`config.mk`:
```
export PLATFORM = sky130hd
export DESIGN_NAME = tvs_queue
export DESIGN_NICKNAME = d
export VERILOG_FILES = /design/src/rtl/core/tvs_pkg.sv /design/src/rtl/core/tvs_queue.sv
export SDC_FILE = /design/constraint.sdc
export NUM_CORES = 1
export LEC_CHECK = 0
export BUFFER_PORTS_ARGS = -buffer_cell sky130_fd_sc_hd__clkbuf_2
export CAP_MARGIN = 25
export CORE_MARGIN = 2
export CORE_UTILIZATION = 57
export DETAILED_ROUTE_END_ITERATION = 8
export PLACE_DENSITY = 0.79
export SLEW_MARGIN = 5
export SYNTH_ARGS = -nofsm -noshare
export SYNTH_HDL_FRONTEND = slang
export SYNTH_SLANG_ARGS = --single-unit
```
`constraint.sdc`:
```
create_clock -name clk -period 5.2 [get_ports clk]
set_input_delay 0.26 -clock clk [delete_from_list [all_inputs] [get_ports clk]]
set_output_delay 0.26 -clock clk [all_outputs]
set_load 0.02 [all_outputs]
```
`src/rtl/core/tvs_pkg.sv`:
```
package tvs_pkg;

	localparam int DIM_X = 64;
	localparam int DIM_Y = 64;
	localparam int DIM_Z = 64;

	localparam int DIM_XY_MAX = (DIM_X > DIM_Y) ? DIM_X : DIM_Y;
	localparam int DIM_MAX = (DIM_XY_MAX > DIM_Z) ? DIM_XY_MAX : DIM_Z;
	// width of a cell index, enough for DIM-2 on every axis
	localparam int CW = $clog2(DIM_MAX);

	// per-axis index width inside one parity bank
	localparam int HXW = ($clog2((DIM_X + 1) / 2) > 0) ? $clog2((DIM_X + 1) / 2) : 1;
	localparam int HYW = ($clog2((DIM_Y + 1) / 2) > 0) ? $clog2((DIM_Y + 1) / 2) : 1;
	localparam int HZW = ($clog2((DIM_Z + 1) / 2) > 0) ? $clog2((DIM_Z + 1) / 2) : 1;
	localparam int BANK_AW = HXW + HYW + HZW;
	localparam int BANK_DEPTH = 1 << BANK_AW;
	localparam int NBANK = 8;

	localparam int QDEPTH = 4;
	localparam int QPW = $clog2(QDEPTH);

	localparam int CFG_AW = 5;

	localparam logic OP_WRITE = 1'b0;
	localparam logic OP_QUERY = 1'b1;

	localparam logic [2:0] REG_ORIGIN_X = 3'd0;
	localparam logic [2:0] REG_ORIGIN_Y = 3'd1;
	localparam logic [2:0] REG_ORIGIN_Z = 3'd2;
	localparam logic [2:0] REG_INV_SPACING_X = 3'd3;
	localparam logic [2:0] REG_INV_SPACING_Y = 3'd4;
	localparam logic [2:0] REG_INV_SPACING_Z = 3'd5;

	localparam logic [31:0] INV_SPACING_RESET = 32'h0001_0000;

	typedef struct packed {
		logic [31:0] origin_x;
		logic [31:0] origin_y;
		logic [31:0] origin_z;
		logic [31:0] inv_spacing_x;
		logic [31:0] inv_spacing_y;
		logic [31:0] inv_spacing_z;
	} tvs_cfg_t;

	typedef struct packed {
		logic        query;
		logic [5:0]  voxel_x;
		logic [5:0]  voxel_y;
		logic [5:0]  voxel_z;
		logic [15:0] voxel_value;
		logic [32:0] diff_x;
		logic [32:0] diff_y;
		logic [32:0] diff_z;
	} tvs_item_t;

endpackage

```
`src/rtl/core/tvs_queue.sv`:
```
module tvs_queue import tvs_pkg::*; (
	input  logic      clk,
	input  logic      arst_n,
	input  logic      push,
	input  tvs_item_t push_item,
	output logic      full,
	input  logic      pop,
	output logic      head_valid,
	output tvs_item_t head_item
);

	tvs_item_t        mem_q [QDEPTH];
	logic [QPW-1:0]   wr_q;
	logic [QPW-1:0]   rd_q;
	logic [QPW:0]     cnt_q;

	assign full = (cnt_q == (QPW + 1)'(QDEPTH));
	assign head_valid = (cnt_q != '0);
	assign head_item = mem_q[rd_q];

	always_ff @(posedge clk) begin
		if (push) begin
			mem_q[wr_q] <= push_item;
		end
	end

	always_ff @(posedge clk or negedge arst_n) begin
		if (!arst_n) begin
			wr_q <= '0;
			rd_q <= '0;
			cnt_q <= '0;
		end else begin
			if (push) begin
				wr_q <= wr_q + 1'b1;
			end
			if (pop) begin
				rd_q <= rd_q + 1'b1;
			end
			unique case ({push, pop})
				2'b10: cnt_q <= cnt_q + 1'b1;
				2'b01: cnt_q <= cnt_q - 1'b1;
				default: cnt_q <= cnt_q;
			endcase
		end
	end

endmodule

```
== Word level (Yosys, flattened, before mapping) ==
Memory sizes are Yosys's and may differ from the RTL's.
Index checks and enable logic that the tools add are counted.

* Register bits: 7
* Memory bits (writable): 536
* Input bits: 138
* Logic and storage cells: 16
* Memories: 1

{| class="wikitable"
|+ Memory list
! name !! depth !! width !! read ports !! clocked after memory_dff !! write ports !! line !! text
|-
| mem_q || 4 || 134 || 1 || 0 || 1 || tvs_queue.sv:12 || <nowiki>tvs_item_t mem_q [QDEPTH];</nowiki>
|}

* $add $sub $neg: 4
* Equal/unequal tests: 3
* Multiplexer cells: 3
* Reductions and logical operators: 2

{| class="wikitable"
|+ Operator list
! cell !! count
|-
| $pmux W3 S2 || 1
|-
| $add A2 B1 Y2 const B || 2
|-
| $add A3 B1 Y3 const B || 1
|-
| $eq A3 B3 Y1 const B || 1
|-
| $reduce_bool A3 Y1 || 1
|-
| $sub A3 B1 Y3 const B || 1
|-
| $eq A2 B1 Y1 const B || 1
|-
| $eq A2 B2 Y1 const B || 1
|-
| $mux W1 || 2
|-
| $reduce_bool A2 Y1 || 1
|}

== Logic depth before layout (Yosys ltp) ==
* Depth after elaboration: 2
* Gate-level depth with buffers: 7
* Mapped depth without buffers: 7

== Least setup slack after synthesis ==
OpenSTA, ideal clock, no wires.

* Path kind: register -> register
* Start point: register wr_q[0]
* End point: memory mem_q[0][0] in the netlist's numbering, enable pin
* Arrival: 3693 ps
* Path slack: 999 ps
* Stages on the path, launching flop included: 4
* Period minus slack after synthesis: 4201 ps
* Cell sequence: dfrtp_1 > inv_1 > ha_1 > and2_1

{| class="wikitable"
|+ RTL lines
! item !! line !! text
|-
| from (decl) || tvs_queue.sv:13 || <nowiki>logic [QPW-1:0] wr_q;</nowiki>
|-
| from (signal assigned) || tvs_queue.sv:34 || <nowiki>wr_q <= wr_q + 1'b1;</nowiki>
|-
| to (decl) || tvs_queue.sv:12 ||
|}

Straight into the memory's write port.

==> impl_metrics.ini <==
[final_layout]
layout.cells.non_filler = 1667
post-route-util_pct = 71.47
layout.cells.most_common = edfxtp_1
nNetsFinal = 1322
final_cell_mix = edfxtp_1, clkbuf_2, dlygate4sd3_1, mux4_2, clkbuf_16
drive_gt1_share_pct = 40.25
fin_area_mm2 = 0.02450
syn2layout_area_growth_pct = 24.44

[sta]
final.setup.tns_ns = 0
max_freq_ghz = 0.3408
rsz0062_at_grt = no
max-slew-margin-rel_pct = 32.44
drv_slew = 0
min_period_ns = 2.934
skew_ns = 0.01405
fin_ws_ns = 2.266
period_share_pct = 56.42
worst_hold_slack_ns = 0.08626
worstMarginPinSlew_ns = 1.013
setup_violations = 0
hold_viol = 0

[global_routing]
grt_first_pass_wirelength_um = 58540
grt_overflow = 0
grt_pass1_vias = 10220
antenna_found_initial = 2
grt_start_max_net_pins = 79
gr-usage-all-layers_pct = 21.77

[logic_synthesis]
yosysSeqAreaShare_pct = 82.63
synth_area_mm2 = 0.01969
ys_seq_elements = 543
syn_area_per_cell_um2 = 26.75
synth-xor-area-share_pct = 0.2669
synth-adder-area-share_pct = 0.4194
synth_top_family_by_area = multiplexers
synth_cells = 736
syn-num-nets = 880
ys_warn_count = 0
synth_compound_area_share_pct = 0.02542
yosys.area_share.simple_pct = 0.2478
yosys.cell_types.count = 20
synthMuxAreaShare_pct = 15.38

[clocking]
cts_buffers = 51
cts_num_sinks = 543
htreeDepth = 2
cts_setup_buffers = 0
cts_root_buf = clkbuf_16
clockBufferDepth = 3
cts_tree = built
clock_latency_ns = 0.56
path_clk_slew_ns = 0.06

[drt]
drc = 0
drtIter0Drc = 666
routedWlPerCell_um = 23.07
num_vias = 9373
routed_wl_um = 38460
drt_pre_antenna_iters = 4
ant_nets = 0
avgViaCountPerCell = 5.623

[critical_path]
cp-start-kind = flop
path_max_fanout = 78
crit_family = flip-flops
critPathKind = flop to primary output
required_ns = 4.94
worstRegToRegCells = 4
crit_path_top_delay_cell = dfrtp_4
path_buf_inv = 2
crit_arrival_ns = 2.67
path_cells = buf_12 -> mux4_2 -> clkbuf_2
end_kind = primary output
max_stage_delay_ns = 0.98
cp.depth = 3

[place]
dp_cells = 1441
hpwl_um = 21090
placed_area_mm2 = 0.02159
globalplace.congestion = 0.7407
dp_slack_ns = 2.426
io_buffers = 273

[power_and_ir_drop]
total_power_mw = 13.68
peakVddDrop_mv = 0.3469
switching_share_pct = 31.55
p_switching_mw = 4.317
p_per_area_mw_per_mm2 = 558.3
combPwrFrac_pct = 31.2
leakagePower_nw = 8.499
p_int_mw = 9.364
pwr-share-seq_pct = 44.3
p_clk_share_pct = 24.6

[floorplan]
die_x_um = 189.9
initial_core_util_pct = 57.43
coreArea_mm2 = 0.03429
die_y_um = 189.9
io-pin-count = 274
rows = 68
dieArea_mm2 = 0.03605

[flow_run]
maxCapViolCount = 0

[outcome]
outcome = completed

[worst_hold_path]
hold_class = input port to async pin
==> repair_timing <==
action	in CTS	in global routing
gates resized for setup	0	0
hold endpoints to repair	546	0
hold buffers	137	0
==> power groups by stage <==
stage | Sequential [mW] | Clock (mW) | Combinational [mW]
2_1_floorplan | 6.02 | 0 | 3.04
3_3_place_gp | 6.15 | 0 | 4.13
3_5_place_dp | 6.21 | 0 | 4.16
4_1_cts | 6.13 | 3.42 | 4.26
5_1_grt | 6.13 | 3.59 | 4.53
6_report | 6.05 | 3.36 | 4.27
==> synthesized netlist by cell type (all sizes together) <==
master | count | area share [%]
nor2 | 1 | 0.019
nand2 | 2 | 0.038
o21ai | 1 | 0.025
or3 | 1 | 0.032
fa | 1 | 0.10
xnor2 | 2 | 0.089
clkbuf | 6 | 0.11
xor2 | 4 | 0.18
inv | 6 | 0.11
ha | 5 | 0.32
and2 | 4 | 0.13
mux4 | 134 | 15
mux2i | 1 | 0.051
buf | 24 | 0.81
and3 | 1 | 0.032
edfxtp | 536 | 82
dfrtp | 7 | 0.89
==> final timing paths <==
kind | slack (ns) | endpoint | startpoint
worst max-delay path | 2.27 | head_item[38] | rd_q[1]
min in group clk | 0.45 | mem_q[1][46] | push_item[46]
max in group asynchronous | 4.92 | rd_q[1] | arst_n
worst min register to register | 0.49 | cnt_q[2] | cnt_q[2]
worst max register to register | 2.88 | mem_q[0][129] | wr_q[0]
worst min-delay path | 0.09 | cnt_q[2] | arst_n
==> layout make-up <==
type,instances,area (µm²)
antenna,2,5.005
clock buffer,62,1360
clock inverter,23,137.6
fill,2004,9783
inverter,6,22.52
multi-input combinational,157,3227
sequential,543,16280
tap,455,569.3
timing repair buffer,419,2905
==> flip-flops by register name, summed over array words and instances (netlist names) <==
register  cells
cnt_q         3
rd_q          2
wr_q          2
mem_q       536
==> cell families after synthesis <==
kind of cell             after synthesis
multiplexers                         135
AO/OA/AOI/OAI                          1
flip-flops                           543
buffers and inverters                 36
AND/OR/NAND/NOR                        9
adder cells (fa/ha/maj)                6
XOR/XNOR                               6
==> layer usage <==
| metal | vias to the layer above | GRT usage [%] | share of wire (%) |
|---|---|---|---|
| li1 | 4068 | - | - |
| met3 | 73 | 4.372 | 5.8 |
| met5 | - | 0 | 0 |
| met4 | 0 | 8.617 | 3.2 |
| met1 | 4901 | 27.63 | 39 |
| met2 | 331 | 37.41 | 52 |
(Power assumes the default switching activity.)
