`src/rtl/core/tvs_pkg.sv`:
```
package tvs_pkg;

	localparam int DIM_X = 64;
	localparam int DIM_Y = 64;
	localparam int DIM_Z = 64;

	localparam int DIM_XY_MAX = (DIM_X > DIM_Y) ? DIM_X : DIM_Y;
	localparam int DIM_MAX = (DIM_XY_MAX > DIM_Z) ? DIM_XY_MAX : DIM_Z;
	// width of a cell index, enough for DIM-2 on every axis
	localparam int CW = $clog2(DIM_MAX);

	// per-axis index width inside one parity bank
	localparam int HXW = ($clog2((DIM_X + 1) / 2) > 0) ? $clog2((DIM_X + 1) / 2) : 1;
	localparam int HYW = ($clog2((DIM_Y + 1) / 2) > 0) ? $clog2((DIM_Y + 1) / 2) : 1;
	localparam int HZW = ($clog2((DIM_Z + 1) / 2) > 0) ? $clog2((DIM_Z + 1) / 2) : 1;
	localparam int BANK_AW = HXW + HYW + HZW;
	localparam int BANK_DEPTH = 1 << BANK_AW;
	localparam int NBANK = 8;

	localparam int QDEPTH = 4;
	localparam int QPW = $clog2(QDEPTH);

	localparam int CFG_AW = 5;

	localparam logic OP_WRITE = 1'b0;
	localparam logic OP_QUERY = 1'b1;

	localparam logic [2:0] REG_ORIGIN_X = 3'd0;
	localparam logic [2:0] REG_ORIGIN_Y = 3'd1;
	localparam logic [2:0] REG_ORIGIN_Z = 3'd2;
	localparam logic [2:0] REG_INV_SPACING_X = 3'd3;
	localparam logic [2:0] REG_INV_SPACING_Y = 3'd4;
	localparam logic [2:0] REG_INV_SPACING_Z = 3'd5;

	localparam logic [31:0] INV_SPACING_RESET = 32'h0001_0000;

	typedef struct packed {
		logic [31:0] origin_x;
		logic [31:0] origin_y;
		logic [31:0] origin_z;
		logic [31:0] inv_spacing_x;
		logic [31:0] inv_spacing_y;
		logic [31:0] inv_spacing_z;
	} tvs_cfg_t;

	typedef struct packed {
		logic        query;
		logic [5:0]  voxel_x;
		logic [5:0]  voxel_y;
		logic [5:0]  voxel_z;
		logic [15:0] voxel_value;
		logic [32:0] diff_x;
		logic [32:0] diff_y;
		logic [32:0] diff_z;
	} tvs_item_t;

endpackage

```
`src/rtl/core/tvs_front.sv`:
```
module tvs_front import tvs_pkg::*; (
	input  logic             item_valid,
	output logic             item_stall,
	input  logic             opcode,
	input  logic [5:0]       voxel_x,
	input  logic [5:0]       voxel_y,
	input  logic [5:0]       voxel_z,
	input  logic signed [15:0] voxel_value,
	input  logic signed [31:0] query_x,
	input  logic signed [31:0] query_y,
	input  logic signed [31:0] query_z,
	input  tvs_cfg_t         cfg,
	input  logic             q_full,
	output logic             push,
	output tvs_item_t        item
);

	logic in_grid;
	logic is_query;

	assign item_stall = q_full;
	assign is_query = (opcode == OP_QUERY);
	assign in_grid = (32'(voxel_x) < 32'(DIM_X)) && (32'(voxel_y) < 32'(DIM_Y))
		&& (32'(voxel_z) < 32'(DIM_Z));

	// writes outside the grid are dropped here and never reach the queue
	assign push = item_valid && !q_full && (is_query || in_grid);

	always_comb begin
		item.query = is_query;
		item.voxel_x = voxel_x;
		item.voxel_y = voxel_y;
		item.voxel_z = voxel_z;
		item.voxel_value = voxel_value;
		item.diff_x = 33'(query_x) - 33'($signed(cfg.origin_x));
		item.diff_y = 33'(query_y) - 33'($signed(cfg.origin_y));
		item.diff_z = 33'(query_z) - 33'($signed(cfg.origin_z));
	end

endmodule

```
`config.mk`:
```
export PLATFORM = sky130hd
export DESIGN_NAME = tvs_front
export DESIGN_NICKNAME = d
export VERILOG_FILES = /design/src/rtl/core/tvs_pkg.sv /design/src/rtl/core/tvs_front.sv
export SDC_FILE = /design/constraint.sdc
export NUM_CORES = 1
export LEC_CHECK = 0
export ABC_AREA = 1
export BUFFER_PORTS_ARGS = -buffer_cell sky130_fd_sc_hd__buf_2
export CAP_MARGIN = 30
export CORE_AREA = 2 2 177 179
export DETAILED_ROUTE_END_ITERATION = 8
export DIE_AREA = 0 0 179 181
export GPL_TIMING_DRIVEN = 0
export PLACE_DENSITY = 0.52
export SLEW_MARGIN = 5
export SYNTH_ARGS = -nofsm -noshare
export SYNTH_HDL_FRONTEND = slang
export SYNTH_SLANG_ARGS = --single-unit
```
`constraint.sdc`:
```
create_clock -name vclk -period 4
set_input_delay 0.4 -clock vclk [all_inputs]
set_output_delay 0.4 -clock vclk [all_outputs]
set_load 0.02 [all_outputs]
```
Yosys cells after proc, flatten, opt, wreduce, memory -nomap -nowiden
Index checks and enable logic that the tools add are counted.
{"block": "word_totals", "register_bits": 0, "output_inout_bits": 136, "word_cells": 5, "input_bits": 325}
{"block": "op_classes", "n_reduce_logical": 2, "add_sub_neg": 3}
{"operator": "$sub A32 B32 Y33", "count": 3}
{"operator": "$logic_and A1 B1 Y1", "count": 1}
{"operator": "$logic_not A1 Y1", "count": 1}

Depth between registers and ports, before layout
Gate-level depths: netlist of run 1.
{"block": "depth", "ltp_word": 2, "depth_mapped": 14, "ltp_nobuf": 14}

Worst setup path before layout of run 1
OpenSTA, ideal clock, no wires.
{"block": "synth_path", "path_kind": "in2out", "start": "in query_x[0]", "end": "out item[82] in the netlist's numbering", "path_slack_ns": 1.709, "t_arrival_ns": 1.891, "path_buffers": 0, "stages": 11, "t_required_ns": 3.600, "path_cell_list": "inv_1 -> ha_1 -> fa_1 -> inv_1 -> nand2_1 -> nand2_1 -> nand3_1 -> nand2_1 -> nand2_1 -> nand2_2 -> xor2_1"}
{"element": "from (decl)", "line_no": "tvs_front.sv:9", "rtl": "input logic signed [31:0] query_x,"}
{"element": "to (decl)", "line_no": "tvs_front.sv:15", "rtl": "output tvs_item_t item"}

==> results of run 1 <==
==> cell usage after synthesis (all sizes together) <==
library cell	number	share of area, %
a21oi	61	3.9
nand4	12	0.94
nor3	6	0.38
nand3	71	4.7
a21o	3	0.28
inv	477	22
ha	96	15
xnor2	6	0.66
buf	37	3.5
fa	3	0.75
nand2	764	36
or2	3	0.23
nor2	126	5.9
and2	6	0.47
xor2	39	4.3
o21bai	3	0.28
==> cell type report <==
class	count	area, µm²
Fill cell	3596	20200
Multi-Input combinational cell	1199	5929
Inverter	477	1790
Timing Repair Buffer	330	1652
Tap cell	396	495.5
Buffer	37	277.8
==> per-layer routing <==
layer	routed length [µm]	vias to the layer above	share of wire, %	GRT usage [%]
li1	-	5596	-	-
met1	12400	4167	47	20.57
met2	12110	295	46	27.97
met3	1696	19	6.4	1.094
met4	265	0	1.0	1.398
met5	0	-	0	0
==> kinds of logic after synthesis <==
group | Yosys count | synth area share, %
adders and majority gates | 99 | 15.77
buffers and inverters | 514 | 25.86
xor gates and xnor gates | 45 | 4.928
AOI/OAI and AO/OA | 67 | 4.427
and+or+nand+nor | 988 | 49.01
==> path summary, 6_finish.rpt <==
path               endpoint  slack, ns
setup / recovery   item[94]       1.32
hold / removal    item[129]       1.02
==> where the power goes <==
part / leakage [nW] / total [mW] / internal, mW / switching [mW]
Sequential: 0 / 0 / 0 / 0
Combinational: 7.55 / 1.74 / 0.610 / 1.13
Clock: 0 / 0 / 0 / 0
Total: 7.55 / 1.74 / 0.610 / 1.13
==> stage by stage <==
| step | std cells | total power, mW | hold slack (ns) | area [µm²] |
|---|---|---|---|---|
| 2_1_floorplan | 1713 | 1.178 | 0.8798 | 7998 |
| 3_3_place_gp | 2439 | 1.745 | 1.018 | 10140 |
| 3_5_place_dp | 2439 | 1.746 | 1.017 | 10140 |
| 4_1_cts | 2439 | 1.755 | 1.017 | 10140 |
| 5_1_grt | 2439 | 1.955 | 1.021 | 10140 |
| 6_report | 2439 | 1.739 | 1.016 | 10140 |
==> results.toml, run 1 <==
[outcome]
status = "completed"

[cells_and_area]
seq_cells = 0
antenna_cells = 0
fin_nets = 2469
final_cell_mix = "nand2_1, inv_1, buf_2"
layout_commonest_cell = "nand2_1"
syn_to_final_growth_pct = 26.85
nClkBuffers = 0
utilization_pct = 33.43
layout-drive-gt1-share_pct = 19.04
seqCellArea_um2 = 0

[pwr]
ir_drop_uv = 84.91
powerDensity_nw_per_um2 = 171.5
p_leak_nw = 7.546

[setup_path]
crit_family = "simple AND/OR/NAND/NOR gates"
crit_start = "query_x[0]"
cp.required_ns = 3.60
critical_path_depth = 16
critPathMaxFanout = 3
critPathKind = "in2out"
arrival_ns = 2.28
cp_num_buf_inv = 4
cp_slowest_stage_delay_ns = 0.43
path_common_cell = "nand2_1"
worst_setup_path_start_kind = "input pin"
crit_slowest_cell = "fa_1"
crit_chain = "buf_2 -> inv_1 -> ha_1 -> fa_1 -> inv_1 -> nand2_1 -> nand2_1 -> nand3_1 -> nand2_1 -> nand2_1 -> nand2_2 -> nand2_1 -> nand2_1 -> nand2_1 -> nand2_1 -> buf_2"
crit_path_end_kind = "primary output"

[die]
top_level_ports = 461
row_count = 64
initial_core_util_pct = 26.35
coreArea_um2 = 30350
die_h_um = 181
dieArea_um2 = 32400
die_w_um = 179

[placement]
io_buffers = 330
place_ws_ns = 1.299
hpwl_mm = 24.46
routabilityCongestion = 0.8833

[hold_path]
hold_path.startpoint = "voxel_x[2]"
min_path_type = "in2out"
hold_depth = 2

[synthesis]
ys_seq_area_share_pct = 0
synth_nets = 2137
syn_inst = 1713
ys_warn_count = 0
postSynthAreaPerCell_um2 = 4.669
synthesis.area_um2 = 7998
synthDistinctLibCells = 20

[detailed_routing]
vias = 10077
firstDrtPassIters = 5
drc = 0
vias_per_cell = 4.132
wl_per_cell_um = 10.85
drtIter0Drc = 395
wl_mm = 26.47
detail-route-antenna-nets = 0

[sta]
hold_viol = 0
setup_viol_count_final = 0
worst_slack_ns = 1.324
finalCritPeriodShare_pct = 66.91
tightest_slew_ns = 0.2685
clock.fmax_mhz = 373.7
maxSlewHeadroom_pct = 82.03
rsz0062_at_grt = "no"
fin_tns_setup_ns = 0
drv_slew = 0
fin_crit_ns = 2.676

[grt]
gr-total-overflow = 0
antenna_found_initial = 0
grt_max_degree = 8
grt_first_pass_wirelength_mm = 42.04
grtUsageTotal_pct = 15.46
grt_pass1_vias = 9280

[job]
max_cap_viol_count = 0

[clocking]
cts_repair_resize_count = 0
hold_buffers = 0
post-cts-setup-buffer-count = 0
(Power assumes the default switching activity.)
==> run 2: changes to the inputs <==
--- a/config.mk
+++ b/config.mk
@@ -8,11 +8,11 @@
 export ABC_AREA = 1
 export BUFFER_PORTS_ARGS = -buffer_cell sky130_fd_sc_hd__buf_2
 export CAP_MARGIN = 30
-export CORE_AREA = 2 2 177 179
+export CORE_AREA = 2 2 178 180
 export DETAILED_ROUTE_END_ITERATION = 8
-export DIE_AREA = 0 0 179 181
+export DIE_AREA = 0 0 180 182
 export GPL_TIMING_DRIVEN = 0
-export PLACE_DENSITY = 0.52
+export PLACE_DENSITY = 0.53
 export SLEW_MARGIN = 5
 export SYNTH_ARGS = -nofsm -noshare
 export SYNTH_HDL_FRONTEND = slang
==> constraint.sdc (replaced) <==
create_clock -name vclk -period 2.3
set_input_delay 0.23 -clock vclk [all_inputs]
set_output_delay 0.23 -clock vclk [all_outputs]
set_load 0.02 [all_outputs]
==> run 2 against run 1 <==
Die area grew 1.1%. Combinational power grew 77%. Flip-flop and latch count did not move. Via count is 1.2% higher. Global-route usage grew 0.31 points. Critical endpoint unchanged. Highest routed layer unchanged.
==> results.toml, run 2 (synthesis gave the netlist of run 1 again) <==
[detailed_routing]
drc = 0
firstDrtPassIters = 5
wl_per_cell_um = 11.07
wl_mm = 27.11
drtIter0Drc = 417
vias_per_cell = 4.166
vias = 10199
detail-route-antenna-nets = 0

[hold_path]
hold_path.startpoint = "voxel_z[2]"
hold_end = "item[117]"
min_path_type = "in2out"
hold_depth = 2

[sta]
hold_viol = 0
clock.fmax_mhz = 463.6
setup_viol_count_final = 0
rsz0062_at_grt = "yes"
drv_slew = 0
maxSlewHeadroom_pct = 81.89
finalCritPeriodShare_pct = 93.78
tightest_slew_ns = 0.2706
fin_crit_ns = 2.157

[placement]
routabilityCongestion = 0.8893
dpl_cell_area_um2 = 10150
hpwl_mm = 25.06
dp_cells = 2445
io_buffers = 330

[die]
die_h_um = 182
dieArea_um2 = 32760
die_w_um = 180
initial_core_util_pct = 25.81
coreArea_um2 = 30990
row_count = 65
top_level_ports = 461

[pwr]
powerDensity_nw_per_um2 = 301.3
p_leak_nw = 7.561
ir_drop_uv = 166.4

[clocking]
hold_buffers = 0

[grt]
antenna_found_initial = 0
grtUsageTotal_pct = 15.78
grt_max_degree = 8
grt_pass1_vias = 9482
grt_first_pass_wirelength_mm = 44.02
gr-total-overflow = 0

[cells_and_area]
instances_no_fill = 2448
nFillCells = 3635
antenna_cells = 0
seqCellArea_um2 = 0
nClkBuffers = 0
final_cell_mix = "nand2_1, inv_1, buf_2"
seq_cells = 0
stdcell_area_um2 = 10230
layout_commonest_cell = "nand2_1"
layout-drive-gt1-share_pct = 19.99
fin_nets = 2472
multi_input_area_um2 = 5969
syn_to_final_growth_pct = 27.97

[setup_path]
critPathKind = "in2out"
worst_setup_path_start_kind = "input pin"
crit_path_end_kind = "primary output"
arrival_ns = 1.93
critPathMaxFanout = 3
cp.required_ns = 2.07

[outcome]
status = "completed"

[job]
max_cap_viol_count = 0
run 2: changes by cell type in the layout (fill, tap and decap cells not counted), sizes merged:
cell / delta
buf: +3
run 2: worst max-delay path by stage:
stage                     from       end  slack (ns)  depth (start not counted)
floorplan           query_x[0]  item[82]        0.35                         11
global placement    query_z[0]  item[12]       -0.11                         13
detailed placement  query_z[0]  item[12]       -0.13                         13
CTS                 query_x[0]  item[94]        0.05                         16
global route        query_x[0]  item[94]      0.0003                         16
finish              query_x[0]  item[94]        0.14                         16
run 2: routing by layer:
metal	track usage, %	wire [µm]	vias up
li1	-	-	5587
met5	0	0	-
met1	20.67	12730	4303
met2	29.01	12690	297
met4	1.203	198	0
met3	1.464	1494	12
run 2: area by class of cell:
type / instances / area share, %
Buffer: 37 / 2.714
Inverter: 477 / 17.49
Multi-Input combinational cell: 1199 / 58.33
Tap cell: 402 / 4.914
Timing Repair Buffer: 333 / 16.55
run 2: worst max-delay path, cell delays in order:
cell     delay (ns)
buf_2          0.08
inv_1          0.04
ha_2           0.20
fa_2           0.39
inv_2          0.09
nand2_1        0.06
nand2_2        0.07
nand3_1        0.08
nand2_2        0.10
nand2_1        0.07
nand2_2        0.11
nand2_1        0.08
nand2_1        0.06
nand2_1        0.04
nand2_1        0.07
buf_4          0.15
run 2: report_power, final:
group | switching, mW | internal, mW | total [mW]
Clock | 0 | 0 | 0
Sequential | 0 | 0 | 0
Combinational | 2.00 | 1.09 | 3.08
Total | 2.00 | 1.09 | 3.08
run 2: stage by stage:
step           util [%]  total power [mW]  TNS, ns  hold slack, ns  worst slack (ns)
6_report          33.03             3.084        0          0.6764            0.1432
5_1_grt           33.03             3.454        0          0.6801         0.0003171
4_1_cts           32.82             3.080        0          0.6776           0.05080
3_5_place_dp      32.76             3.060  -0.5880          0.6779           -0.1295
3_3_place_gp      32.76             3.054  -0.4242          0.6783           -0.1104
2_1_floorplan         -             2.048        0          0.5398            0.3487
run 2: timing repair:
action,4_1_cts,5_1_grt
pin swaps,0,6
gates resized for setup,7,17
endpoints found under the setup margin,12,21
buffers inserted,0,3
endpoints found under the hold margin,0,0
